--- config.mk ---
export PLATFORM = sky130hd
export DESIGN_NAME = uv_lamp_alarm_supervisor_flat
export DESIGN_NICKNAME = d
export VERILOG_FILES = /design/src/sv/uvs_pkg.sv /design/src/sv/uvs_if.sv /design/src/sv/uvs_div.sv /design/src/sv/uvs_alarm.sv /design/src/sv/uv_lamp_alarm_supervisor.sv /design/src/flat_wrapper.sv
export SDC_FILE = /design/constraint.sdc
export NUM_CORES = 1
export LEC_CHECK = 0
export BUFFER_PORTS_ARGS = -buffer_cell sky130_fd_sc_hd__buf_2
export CORE_UTILIZATION = 38
export DETAILED_ROUTE_END_ITERATION = 10
export PLACE_DENSITY = 0.53
export SETUP_SLACK_MARGIN = 0.05
export SLEW_MARGIN = 20
export SYNTH_ARGS = -nofsm -noshare
export SYNTH_HDL_FRONTEND = slang
export SYNTH_SLANG_ARGS = --single-unit
export TNS_END_PERCENT = 1
--- constraint.sdc ---
create_clock -name clk -period 9.8 [get_ports clk]
set_input_delay 0.98 -clock clk [delete_from_list [all_inputs] [get_ports clk]]
set_output_delay 0.98 -clock clk [all_outputs]
set_load 0.05 [all_outputs]
--- src/sv/uvs_pkg.sv ---
// Shared types and constants of the UV lamp alarm supervisor.
package uvs_pkg;

	// Fixed field widths and constants.
	localparam int unsigned BaseLamps = 10;
	localparam int unsigned LampFieldW = 10;
	localparam int unsigned PctFull = 100;
	localparam int unsigned UvHyst = 5;
	localparam int unsigned CfgIdxW = 3;
	localparam int unsigned CfgDataW = 12;

	// Register reset values.
	localparam logic [6:0] RstUvMin = 7'd40;
	localparam logic [6:0] RstTempMax = 7'd55;
	localparam logic [6:0] RstTempRecover = 7'd20;
	localparam logic RstSensorPresent = 1'b1;
	localparam logic [11:0] RstFsInit = 12'd1000;
	localparam logic [3:0] RstLampCount = 4'd5;

	// Configuration register indexes.
	typedef enum logic [CfgIdxW-1:0] {
		RegUvMin = 3'd0,
		RegTempMax = 3'd1,
		RegTempRecover = 3'd2,
		RegSensorPresent = 3'd3,
		RegFsInit = 3'd4,
		RegLampCount = 3'd5
	} cfg_reg_t;

	// One check word.
	typedef struct packed {
		logic [15:0] uv_raw;
		logic [7:0] water_temp;
		logic [9:0] base_fault_bits;
		logic [15:0] expansion_fault_bits;
		logic uv_enabled;
		logic us_requested;
	} chk_word_t;

	// One result word.
	typedef struct packed {
		logic [6:0] uv_percent;
		logic lamp_alarm;
		logic uv_low_alarm;
		logic temp_alarm;
		logic alarm_led;
		logic uv_relay;
		logic us_relay;
		logic [9:0] lamp_ok_flags;
		logic display_update;
	} res_word_t;

	// Alarm flags.
	typedef struct packed {
		logic lamp;
		logic uv;
		logic temp;
	} flags_t;

	// Configuration register file.
	typedef struct packed {
		logic [6:0] uv_min_percent;
		logic [6:0] temp_max;
		logic [6:0] temp_recover;
		logic sensor_board_present;
		logic [11:0] uv_full_scale_init;
		logic [3:0] base_lamp_count;
	} cfg_regs_t;

endpackage

--- src/sv/uvs_if.sv ---
// Handshake channel interfaces of the UV lamp alarm supervisor.
interface uvs_chk_if;
	import uvs_pkg::*;
	logic valid;
	logic ready;
	chk_word_t word;
	modport source (output valid, output word, input ready);
	modport sink (input valid, input word, output ready);
endinterface

interface uvs_res_if;
	import uvs_pkg::*;
	logic valid;
	logic ready;
	res_word_t word;
	modport source (output valid, output word, input ready);
	modport sink (input valid, input word, output ready);
endinterface

interface uvs_cfg_if;
	import uvs_pkg::*;
	logic valid;
	logic ready;
	logic [CfgIdxW-1:0] index;
	logic [CfgDataW-1:0] data;
	modport source (output valid, output index, output data, input ready);
	modport sink (input valid, input index, input data, output ready);
endinterface

--- src/sv/uvs_div.sv ---
// Serial percent unit: shift-add multiply by 100, then one quotient bit per cycle.
module uvs_div (
	input logic clk,
	input logic arst_n,
	input logic start,
	input logic [15:0] raw,
	input logic [15:0] fs,
	output logic done,
	output logic [6:0] pct
);
	import uvs_pkg::*;

	typedef enum logic [2:0] {
		DivIdle = 3'b001,
		DivMul = 3'b010,
		DivRun = 3'b100
	} div_state_t;

	div_state_t state_q;
	logic [22:0] acc_q;
	logic [15:0] raw_q;
	logic [21:0] dvs_q;
	logic [6:0] quo_q;
	logic [2:0] step_q;
	logic done_q;
	logic [22:0] addend;
	logic fits;

	// Multiply by 100 as raw*4 + raw*32 + raw*64, one add per cycle.
	assign addend = step_q[0] ? {1'b0, raw_q, 6'b0} : {2'b0, raw_q, 5'b0};
	// Restoring division compare against the shifted divisor.
	assign fits = (acc_q >= {1'b0, dvs_q});

	// Sequencer and datapath registers.
	always_ff @(posedge clk or negedge arst_n) begin
		if (!arst_n) begin
			state_q <= DivIdle;
			step_q <= '0;
			done_q <= 1'b0;
		end else begin
			case (state_q)
				DivIdle: begin
					if (start) begin
						done_q <= 1'b0;
						step_q <= '0;
						if (raw > fs) begin
							done_q <= 1'b1;
						end else if (fs == 16'd0) begin
							done_q <= 1'b1;
						end else begin
							state_q <= DivMul;
						end
					end
				end
				DivMul: begin
					step_q <= step_q + 3'd1;
					if (step_q[0]) begin
						step_q <= '0;
						state_q <= DivRun;
					end
				end
				DivRun: begin
					step_q <= step_q + 3'd1;
					if (step_q == 3'd6) begin
						done_q <= 1'b1;
						state_q <= DivIdle;
					end
				end
				default: begin
					state_q <= DivIdle;
				end
			endcase
		end
	end

	// Accumulator, divisor shift register and quotient shift register.
	always_ff @(posedge clk) begin
		case (state_q)
			DivIdle: begin
				if (start) begin
					raw_q <= raw;
					acc_q <= {5'b0, raw, 2'b0};
					dvs_q <= {fs, 6'b0};
					if (raw > fs) begin
						quo_q <= 7'(PctFull);
					end else begin
						quo_q <= '0;
					end
				end
			end
			DivMul: begin
				acc_q <= acc_q + addend;
			end
			DivRun: begin
				if (fits) begin
					acc_q <= acc_q - {1'b0, dvs_q};
				end
				quo_q <= {quo_q[5:0], fits};
				dvs_q <= {1'b0, dvs_q[21:1]};
			end
			default: begin
				acc_q <= acc_q;
			end
		endcase
	end

	assign done = done_q;
	assign pct = quo_q;

	// A new operand pair arrives only while the unit is free.
	a_start_idle: assert property (@(posedge clk) disable iff (!arst_n)
		start |-> (state_q == DivIdle))
		else $error("percent unit started while busy");
	// The quotient never exceeds full percent once finished.
	a_quo_range: assert property (@(posedge clk) disable iff (!arst_n)
		done_q |-> (quo_q <= 7'(PctFull)))
		else $error("percent above full scale");
	// Done falls on the cycle after a start that needs a division.
	a_done_clear: assert property (@(posedge clk) disable iff (!arst_n)
		(start && (raw <= fs) && (fs != 16'd0)) |=> !done_q)
		else $error("stale done after start");

endmodule

--- src/sv/uvs_alarm.sv ---
// Alarm flag update and result word assembly for one check.
module uvs_alarm (
	input uvs_pkg::cfg_regs_t regs,
	input uvs_pkg::flags_t flags,
	input uvs_pkg::chk_word_t item,
	input logic [6:0] pct,
	output uvs_pkg::flags_t flags_nxt,
	output uvs_pkg::res_word_t word
);
	import uvs_pkg::*;

	logic [3:0] lamp_cnt;
	logic [LampFieldW-1:0] lamp_mask;
	logic [LampFieldW-1:0] base_masked;
	logic faults_any;
	logic [7:0] uv_clear_lvl;

	// Clamp the fitted lamp count to one through the board size.
	always_comb begin
		if (regs.base_lamp_count == 4'd0) begin
			lamp_cnt = 4'd1;
		end else if (regs.base_lamp_count > 4'(BaseLamps)) begin
			lamp_cnt = 4'(BaseLamps);
		end else begin
			lamp_cnt = regs.base_lamp_count;
		end
	end

	// Mask of the fitted lamps.
	always_comb begin
		for (int i = 0; i < LampFieldW; i++) begin
			lamp_mask[i] = (4'(i) < lamp_cnt);
		end
	end

	assign base_masked = item.base_fault_bits & lamp_mask;
	assign faults_any = (|base_masked) | (|item.expansion_fault_bits);
	assign uv_clear_lvl = {1'b0, regs.uv_min_percent} + 8'(UvHyst);

	// Flag update: alarms move only while UV is on, sensor alarms need the board.
	always_comb begin
		flags_nxt = flags;
		if (item.uv_enabled) begin
			flags_nxt.lamp = faults_any;
			if (regs.sensor_board_present) begin
				if (pct < regs.uv_min_percent) begin
					flags_nxt.uv = 1'b1;
				end else if (flags.uv && ({1'b0, pct} > uv_clear_lvl)) begin
					flags_nxt.uv = 1'b0;
				end
				if (item.water_temp > {1'b0, regs.temp_max}) begin
					flags_nxt.temp = 1'b1;
				end else if (flags.temp && (item.water_temp < {1'b0, regs.temp_recover})) begin
					flags_nxt.temp = 1'b0;
				end
			end
		end
	end

	// Result word.
	always_comb begin
		word.uv_percent = pct;
		word.lamp_alarm = flags_nxt.lamp;
		word.uv_low_alarm = flags_nxt.uv;
		word.temp_alarm = flags_nxt.temp;
		word.alarm_led = item.uv_enabled & (flags_nxt.lamp | flags_nxt.uv | flags_nxt.temp);
		word.uv_relay = item.uv_enabled & ~flags_nxt.temp;
		word.us_relay = item.us_requested & ~flags_nxt.temp;
		word.lamp_ok_flags = ~base_masked;
		word.display_update = (flags_nxt != flags);
	end

endmodule

--- src/sv/uv_lamp_alarm_supervisor.sv ---
// Top level of the UV lamp alarm supervisor.
//
//  channel | dir | handshake     | word
//  chk     | in  | valid/ready   | uv_raw, water_temp, fault bits, enables
//  res     | out | valid/ready   | uv_percent, alarms, relays, lamp_ok_flags
//  cfg     | in  | valid/ready   | index (3 bits), data (12 bits)
//
// When a division is needed, an item passes from acceptance through the
// shift-add steps, the quotient bits and the commit before the next
// acceptance; when the reading is above full scale or full scale is 0, the
// division is skipped. The serial percent unit sets the pace. A result held on res
// stalls the commit, and with it the next acceptance. Reset loads the register
// defaults, clears the alarm flags and loads full scale with its initial value.
module uv_lamp_alarm_supervisor (
	input logic clk,
	input logic arst_n,
	uvs_chk_if.sink chk,
	uvs_res_if.source res,
	uvs_cfg_if.sink cfg
);
	import uvs_pkg::*;

	typedef enum logic [1:0] {
		StIdle = 2'b01,
		StCalc = 2'b10
	} st_t;

	st_t state_q;
	cfg_regs_t regs_q;
	flags_t flags_q;
	flags_t flags_nxt;
	logic [15:0] fs_q;
	chk_word_t chk_q;
	res_word_t res_word_q;
	res_word_t word_nxt;
	logic res_valid_q;
	logic chk_acc;
	logic cfg_wr;
	logic div_done;
	logic [6:0] div_pct;
	logic commit;

	assign chk.ready = (state_q == StIdle);
	assign chk_acc = chk.valid && chk.ready;
	assign cfg.ready = 1'b1;
	assign cfg_wr = cfg.valid;
	assign commit = (state_q == StCalc) && div_done && (!res_valid_q || res.ready);

	// Percent of full scale.
	uvs_div u_div (
		.clk(clk),
		.arst_n(arst_n),
		.start(chk_acc),
		.raw(chk.word.uv_raw),
		.fs(fs_q),
		.done(div_done),
		.pct(div_pct)
	);

	// Alarm update and result assembly.
	uvs_alarm u_alarm (
		.regs(regs_q),
		.flags(flags_q),
		.item(chk_q),
		.pct(div_pct),
		.flags_nxt(flags_nxt),
		.word(word_nxt)
	);

	// Configuration registers.
	always_ff @(posedge clk or negedge arst_n) begin
		if (!arst_n) begin
			regs_q.uv_min_percent <= RstUvMin;
			regs_q.temp_max <= RstTempMax;
			regs_q.temp_recover <= RstTempRecover;
			regs_q.sensor_board_present <= RstSensorPresent;
			regs_q.uv_full_scale_init <= RstFsInit;
			regs_q.base_lamp_count <= RstLampCount;
		end else if (cfg_wr) begin
			case (cfg_reg_t'(cfg.index))
				RegUvMin: regs_q.uv_min_percent <= cfg.data[6:0];
				RegTempMax: regs_q.temp_max <= cfg.data[6:0];
				RegTempRecover: regs_q.temp_recover <= cfg.data[6:0];
				RegSensorPresent: regs_q.sensor_board_present <= cfg.data[0];
				RegFsInit: regs_q.uv_full_scale_init <= cfg.data[11:0];
				RegLampCount: regs_q.base_lamp_count <= cfg.data[3:0];
				default: regs_q <= regs_q;
			endcase
		end
	end

	// Control, flags and tracked full scale.
	always_ff @(posedge clk or negedge arst_n) begin
		if (!arst_n) begin
			state_q <= StIdle;
			flags_q <= '0;
			fs_q <= {4'b0, RstFsInit};
			res_valid_q <= 1'b0;
		end else begin
			if (cfg_wr && (cfg_reg_t'(cfg.index) == RegFsInit)) begin
				fs_q <= {4'b0, cfg.data[11:0]};
			end
			case (state_q)
				StIdle: begin
					if (chk_acc) begin
						state_q <= StCalc;
					end
				end
				StCalc: begin
					if (commit) begin
						state_q <= StIdle;
						flags_q <= flags_nxt;
						if (chk_q.uv_raw > fs_q) begin
							fs_q <= chk_q.uv_raw;
						end
					end
				end
				default: begin
					state_q <= StIdle;
				end
			endcase
			if (commit) begin
				res_valid_q <= 1'b1;
			end else if (res.ready) begin
				res_valid_q <= 1'b0;
			end
		end
	end

	// Check word and result word.
	always_ff @(posedge clk) begin
		if (chk_acc) begin
			chk_q <= chk.word;
		end
		if (commit) begin
			res_word_q <= word_nxt;
		end
	end

	assign res.valid = res_valid_q;
	assign res.word = res_word_q;

	// An over-temperature alarm always drops both relays.
	a_relays_off: assert property (@(posedge clk) disable iff (!arst_n)
		(res.valid && res.word.temp_alarm) |-> (!res.word.uv_relay && !res.word.us_relay))
		else $error("relay on during temperature alarm");
	// The reported percent stays within full scale.
	a_pct_range: assert property (@(posedge clk) disable iff (!arst_n)
		res.valid |-> (res.word.uv_percent <= 7'(PctFull)))
		else $error("percent above full");
	// Full scale never shrinks on a commit without a configuration write.
	a_fs_grow: assert property (@(posedge clk) disable iff (!arst_n)
		(commit && !cfg_wr) |=> (fs_q >= $past(fs_q)))
		else $error("full scale shrank on a check");
	// An accepted word always starts a calculation.
	a_acc_calc: assert property (@(posedge clk) disable iff (!arst_n)
		chk_acc |=> (state_q == StCalc))
		else $error("accepted word not processed");

endmodule
--- src/flat_wrapper.sv ---
// flat-port wrapper written by rule: the top's interface ports become plain ports
module uv_lamp_alarm_supervisor_flat import uvs_pkg::*;
  (clk, arst_n, chk_valid, chk_word, chk_ready, res_valid, res_word, res_ready, cfg_valid, cfg_index, cfg_data, cfg_ready);
  uvs_chk_if chk_i ();
  uvs_res_if res_i ();
  uvs_cfg_if cfg_i ();
  input logic clk;
  input logic arst_n;
  input wire logic [$bits(chk_i.valid)-1:0] chk_valid;
  input wire logic [$bits(chk_i.word)-1:0] chk_word;
  output wire logic [$bits(chk_i.ready)-1:0] chk_ready;
  output wire logic [$bits(res_i.valid)-1:0] res_valid;
  output wire logic [$bits(res_i.word)-1:0] res_word;
  input wire logic [$bits(res_i.ready)-1:0] res_ready;
  input wire logic [$bits(cfg_i.valid)-1:0] cfg_valid;
  input wire logic [$bits(cfg_i.index)-1:0] cfg_index;
  input wire logic [$bits(cfg_i.data)-1:0] cfg_data;
  output wire logic [$bits(cfg_i.ready)-1:0] cfg_ready;
  assign chk_i.valid = chk_valid;
  assign chk_i.word = chk_word;
  assign chk_ready = chk_i.ready;
  assign res_valid = res_i.valid;
  assign res_word = res_i.word;
  assign res_i.ready = res_ready;
  assign cfg_i.valid = cfg_valid;
  assign cfg_i.index = cfg_index;
  assign cfg_i.data = cfg_data;
  assign cfg_ready = cfg_i.ready;
  uv_lamp_alarm_supervisor u_core (.clk(clk), .arst_n(arst_n), .chk(chk_i), .res(res_i), .cfg(cfg_i));
endmodule
After elaboration in Yosys (flattened, before gate mapping):

Index checks and enable logic that the tools add are counted.

* reduce and logical (&&, ||, !) cells: 29
* bitwise operators: 9
* eq/ne operators: 20
* add/subtract/negate cells: 4
* muxes and demuxes: 40
* magnitude comparators: 18

Operators with widths (count)
* 23-bit one-hot mux with 3 select lines: 1
* 16-bit two-way mux: 4
* 23-bit two-way mux: 2
* 22-bit two-way mux: 2
* 22-bit one-hot mux with 2 select lines: 1
* 16-bit greater-than comparator: 2
* 3-bit two-way mux: 8
* 23-bit adder: 1
* 23-bit by 22-bit >= comparator with 1-bit output: 1
* 23-bit by 22-bit subtractor with 23-bit output: 1
* 2-bit AND reduction: 10
* 3-bit one-hot mux with 3 select lines: 2
* 16-bit logical NOT: 1
* 3-bit by 4-bit < comparator with 1-bit output, first input constant: 4
* 16-bit OR reduction: 1
* 7-bit two-way mux: 2
* 7-bit one-hot mux with 2 select lines: 1
* 3-bit equality test, second input constant: 4
* 2-bit inequality test, second input constant: 6
* 10-bit bitwise AND: 1
* 1-bit two-way mux: 10
* 10-bit inverter: 1
* 10-bit OR reduction: 1
* 3-bit by 2-bit equality test with 1-bit output, second input constant: 3
* 31 further kinds: 50

* output and inout bits: 27
* bits in registers: 199
* word-level logic and storage cells: 153

Depth between registers and ports, before layout:

* depth in word-level cells: 11
* mapped depth: 12

Modules after synthesis:

From an unflattened synthesis, not the netlist that was laid out.

* cell total of the unflattened synthesis: 1037
* area, all modules: 11865.1 um^2

By module, submodules not included
* uvs_div: cells each 542, area each 5462.7 um^2, times used 1, seq. area each 2218.4 um^2
* uv_lamp_alarm_supervisor: cells each 328, area each 5195.0 um^2, times used 1, seq. area each 3814.9 um^2
* uvs_alarm: cells each 167, area each 1207.4 um^2, times used 1, seq. area each 0.0 um^2

Worst setup path after synthesis:

OpenSTA, ideal clock, no wires.

* kind: register to register
* start point: register u_core.state_q[0]
* end point: register u_core.u_div.done_q (netlist: u_core.u_div.done)
* data arrival time: 4385 ps
* clock period less this slack: 4479 ps
* cell stages (with the launch flop): 8
* setup slack: 5321 ps
* cells stage by stage: dfstp_2 nor2b_1 and2_1 and3_1 clkbuf_1 or2_2 a21oi_1 a211oi_1

* cells in the longest elaborated chain, start to end: 4

RTL lines
* start: declaration: RTL line uv_lamp_alarm_supervisor.sv:28 `st_t state_q;`
* start signal: assignment: RTL line uv_lamp_alarm_supervisor.sv:95 `state_q <= StIdle;`
* start signal: assignment: RTL line uv_lamp_alarm_supervisor.sv:106 `state_q <= StCalc;`
* start signal: assignment: RTL line uv_lamp_alarm_supervisor.sv:111 `state_q <= StIdle;`
* 2-bit by 1-bit equality test with 1-bit output: RTL line uv_lamp_alarm_supervisor.sv:43 `assign chk.ready = (state_q == StIdle);`
* net chk_ready: RTL line flat_wrapper.sv:11 `output wire logic [$bits(chk_i.ready)-1:0] chk_ready;`
* 1-bit logical AND: RTL line uv_lamp_alarm_supervisor.sv:44 `assign chk_acc = chk.valid && chk.ready;`
* net u_core.chk_acc: RTL line uv_lamp_alarm_supervisor.sv:37 `logic chk_acc;`
* 2-bit by 1-bit inequality test with 1-bit output (no line)
* 3-bit AND reduction (no line)
* end signal: assignment: RTL line uvs_div.sv:47 `done_q <= 1'b1;`
* end signal: assignment: RTL line uvs_div.sv:49 `done_q <= 1'b1;`
* end signal: assignment: RTL line uvs_div.sv:65 `done_q <= 1'b1;`
* end: declaration: RTL line uvs_div.sv:25 `logic done_q;`

The timed path passes the listed nets, and every way through them passes these cells.
A chain may end at the register's enable or synchronous reset.

Worst setup path after layout:

* start point: register u_core.u_div.step_q[0]
* end point: register u_core.u_div.acc_q[17], data pin

* cells in the longest elaborated chain, start to end: 3

RTL lines
* start: declaration: RTL line uvs_div.sv:24 `logic [2:0] step_q;`
* start signal: assignment: RTL line uvs_div.sv:56 `step_q <= step_q + 3'd1;`
* start signal: assignment: RTL line uvs_div.sv:63 `step_q <= step_q + 3'd1;`
* 22-bit two-way mux: RTL line uvs_div.sv:30 `assign addend = step_q[0] ? {1'b0, raw_q, 6'b0} : {2'b0, raw_q, 5'b0};`
* 23-bit adder: RTL line uvs_div.sv:92 `acc_q <= acc_q + addend;`
* 23-bit one-hot mux with 3 select lines: RTL line uvs_div.sv:78 `case (state_q)`
* end signal: assignment: RTL line uvs_div.sv:82 `acc_q <= {5'b0, raw, 2'b0};`
* end signal: assignment: RTL line uvs_div.sv:92
* end signal: assignment: RTL line uvs_div.sv:96 `acc_q <= acc_q - {1'b0, dvs_q};`
* end: declaration: RTL line uvs_div.sv:20 `logic [22:0] acc_q;`

Every way passes these cells.

==> run_results.csv <==
group,metric,value,unit
run_status,status,"finished clean",
setup_path,worstPathMaxFanout,22,
pwr,peakVddDrop,0.129,mV
grt,grt_pass1_wl,43500,um
grt,grt_max_degree,56,
setup_path,r2r_end,"u_core.u_div.acc_q[17]$_DFFE_PP_",
timing,fin_setup_tns,0,ns
setup_path,worstPathArrival,3.94,ns
clock_network,numClockSinks,199,
routing,wl_per_cell,18.7,um
synth,syn_nets,1184,
cells_and_area,final_common_cell,"edfxtp_1",
synth,ys_seq_elements,199,
synth,ys_async_sr_fraction,0.276,
place,gp_congestion,0.887,
cells_and_area,num-fill-cells,2730,
clock_network,cts_max_level,4,
grt,grt-ovfl-total,0,
cells_and_area,layout_common_cells,"edfxtp_1, ha_1, buf_2",
pwr,power_density,291,nW/um^2
synth,yosysUniqueCellTypes,70,
pwr,power_leakage,5.23,nW
setup_path,criticalPathCategory,"reg2reg",
routing,met3_length,1100,um
setup_path,crit_chain,"mux2_2, fa_1, a211o_2, a211oi_1, o21ai_0, a31oi_1, o21ai_0, xor2_1, a22oi_1, o21ai_0",
die,coreArea,28800,sq um
pwr,total_power,3.71,mW
place,dpl.hpwl,20800,um
clock_network,cts_tree,"built",
setup_path,slowest_delay,0.89,ns
die,start_util,0.388,
clock_network,cts_hold_buf,0,
synth,syn_inst,1009,
timing,layout_min_cycle_time,3.76,ns
setup_path,path_buf_inv,0,
cells_and_area,antenna-diode-count,0,
synth,yosys_warnings,0,
place,dpl_cell_area,12100,sq um
synth,synth_area,11200,sq um
cells_and_area,drive_gt1_frac,0.189,
synth,synth.avg_cell_area,11.1,sq um
setup_path,startpoint_type,"flip-flop",
cells_and_area,nets,1282,
timing,max_freq,0.266,GHz
min_path,min_from,"u_core.regs_q[25]$_DFFE_PN1P_",
routing,met2_length,13300,um
setup_path,cp_data_required_time,9.98,ns
timing,final_max_slew_viol_count,0,
clock_network,cts_resized,0,
die,ios,99,
routing,drc,0,
synth,synth.yosys.seq_area_share,0.513,
setup_path,rrSetupSlack,6.04,ns
die,die_area,30100,sq um
setup_path,path_common_cell,"o21ai_0",
routing,vias,8082,
clock_network,numCtsBuffers,17,
grt,grt_pass1_vias,7864,
min_path,holdPathStages,2,
timing,hold_viol,0,
synth,synth_edf_count,144,
setup_path,r2r.worst_path.cells,10,
routing,viasPerCell,5.37,
timing,worstMarginPinSlew,0.907,ns
timing,min_period_over_period,0.384,
clock_network,clkSlewWorstSetupHoldPaths,0.09,ns
routing,topRoutingLayerUsed,"met4",
grt,antenna_found_initial,0,
setup_path,crit_family,"compound AO/OA/AOI/OAI gates",
routing,drtIter0Drc,518,
die,die_h,173,um
timing,setup_viol,0,
routing,totalWireLength,28100,um
setup_path,rr_startpoint,"u_core.u_div.step_q[0]$_DFFE_PN0P_",
die,num_rows,62,
grt,grt_usage,0.189,
timing,clock_skew,0.0172,ns
die,fp.dieW,173,um
routing,drt-pass1-iter-count,5,
clock_network,clockRootBuffer,"clkbuf_16",
routing,ant_nets,0,
min_path,hp-class,"reg2reg",
timing,rsz0062_at_grt,"no",
clock_network,cts.path.max_buffers,2,
min_path,hold_end,"u_core.regs_q[25]$_DFFE_PN1P_",
synth,synthFlopType,"edfxtp_1",
timing,max_slew_margin,0.395,
place,portBuffers,97,
clock_network,post_cts_buffers,0,
setup_path,critPathCaptureType,"flip-flop",
cells_and_area,design_area,12800,sq um
setup_path,slowest_stage,"dfrtp_1",
clock_network,clk_latency,0.45,ns
job,max_cap_viol_count,0,
cells_and_area,syn_to_final_growth,14.3,%
routing,met1Wirelength,13200,um
-- cells in the mapped netlist, types with 20 or more instances --
master	count	share of area
edfxtp_1	144	0.39
mux2_2	28	0.028
o21ai_0	76	0.034
dfstp_2	20	0.047
dfrtp_1	35	0.078
a21oi_1	64	0.029
a31oi_1	20	0.011
ha_1	101	0.11
xnor2_1	20	0.016
inv_1	80	0.027
clkbuf_1	25	0.0084
a21o_1	24	0.016
nand2_1	73	0.025
nor2_1	51	0.017
-- logic make-up after synthesis --
| group | Yosys count | share of synthesized area |
|---|---|---|
| AO/OA/AOI/OAI | 287 | 0.167 |
| XOR/XNOR | 34 | 0.0267 |
| adder cells (fa/ha/maj) | 103 | 0.117 |
| buffers and inverters | 108 | 0.0369 |
| flip-flops | 199 | 0.513 |
| multiplexers | 30 | 0.0300 |
| other | 1 | 0.000336 |
| AND/OR/NAND/NOR | 247 | 0.110 |
-- power breakdown --
part	switching, mW	total (mW)	internal, mW
clock network	0.413	0.781	0.369
registers	0.143	1.35	1.21
logic	0.955	1.58	0.626
total	1.51	3.71	2.20
-- layout make-up --
cell class | count | area, sq um | area share
Multi-Input combinational cell | 702 | 5050 | 0.395
Timing Repair Buffer | 107 | 561 | 0.0439
Tap cell | 384 | 480 | 0.0376
Sequential cell | 199 | 5730 | 0.448
Clock buffer | 17 | 425 | 0.0333
Clock inverter | 15 | 228 | 0.0178
Inverter | 80 | 300 | 0.0235
-- state kept, by name, indices dropped and copies added (netlist names) --
name	cells
u_core.u_div.dvs_q	22
u_core.chk_q	52
u_core.state_q	2
u_core.regs_q	26
u_core.res.word	24
u_core.u_div.raw_q	16
u_core.res.valid	1
u_core.u_div.done	1
u_core.fs_q	16
u_core.flags_q	3
u_core.u_div.step_q	3
u_core.u_div.pct	7
u_core.u_div.state_q	3
u_core.u_div.acc_q	23
-- worst max path at each step --
stage | startpoint | cells after the start | endpoint
after global routing | u_core.u_div.step_q[0]$_DFFE_PN0P_ | 10 | u_core.u_div.acc_q[17]$_DFFE_PP_
after floorplan | u_core.state_q[0]$_DFFE_PN1P_ | 7 | u_core.u_div.done$_DFFE_PN0P_
after global placement | chk_valid | 5 | u_core.u_div.acc_q[19]$_DFFE_PP_
after detailed placement | chk_valid | 5 | u_core.u_div.acc_q[20]$_DFFE_PP_
final | u_core.u_div.step_q[0]$_DFFE_PN0P_ | 10 | u_core.u_div.acc_q[17]$_DFFE_PP_
after CTS | u_core.u_div.step_q[0]$_DFFE_PN0P_ | 10 | u_core.u_div.acc_q[17]$_DFFE_PP_
-- worst reg2reg max path, delay by kind of cell, from the launching register on --
| family | cells | cell delay (ns) |
|---|---|---|
| flops | 1 | 0.89 |
| xor+xnor | 1 | 0.17 |
| compound gates | 7 | 1.54 |
| mux | 1 | 0.45 |
| fa+ha+maj | 1 | 0.46 |
-- through the flow --
stage          worst slack (ns)   util  hold WS (ns)  std cells
3_5_place_dp               5.86  0.421         0.495       1472
6_report                   6.04  0.444         0.513       1504
5_1_grt                    5.76  0.444         0.538       1504
4_1_cts                    6.04  0.443         0.515       1504
2_1_floorplan              5.32      -         0.426       1009
3_3_place_gp               5.90  0.421         0.491       1472
-- per-layer routing --
| metal | track usage | vias up |
|---|---|---|
| met5 | 0 | - |
| met4 | 0.0490 | 0 |
| met3 | 0.0307 | 27 |
| met2 | 0.312 | 186 |
| met1 | 0.258 | 3908 |
| li1 | - | 3961 |
Note: power is estimated with default switching activity, not from simulation.
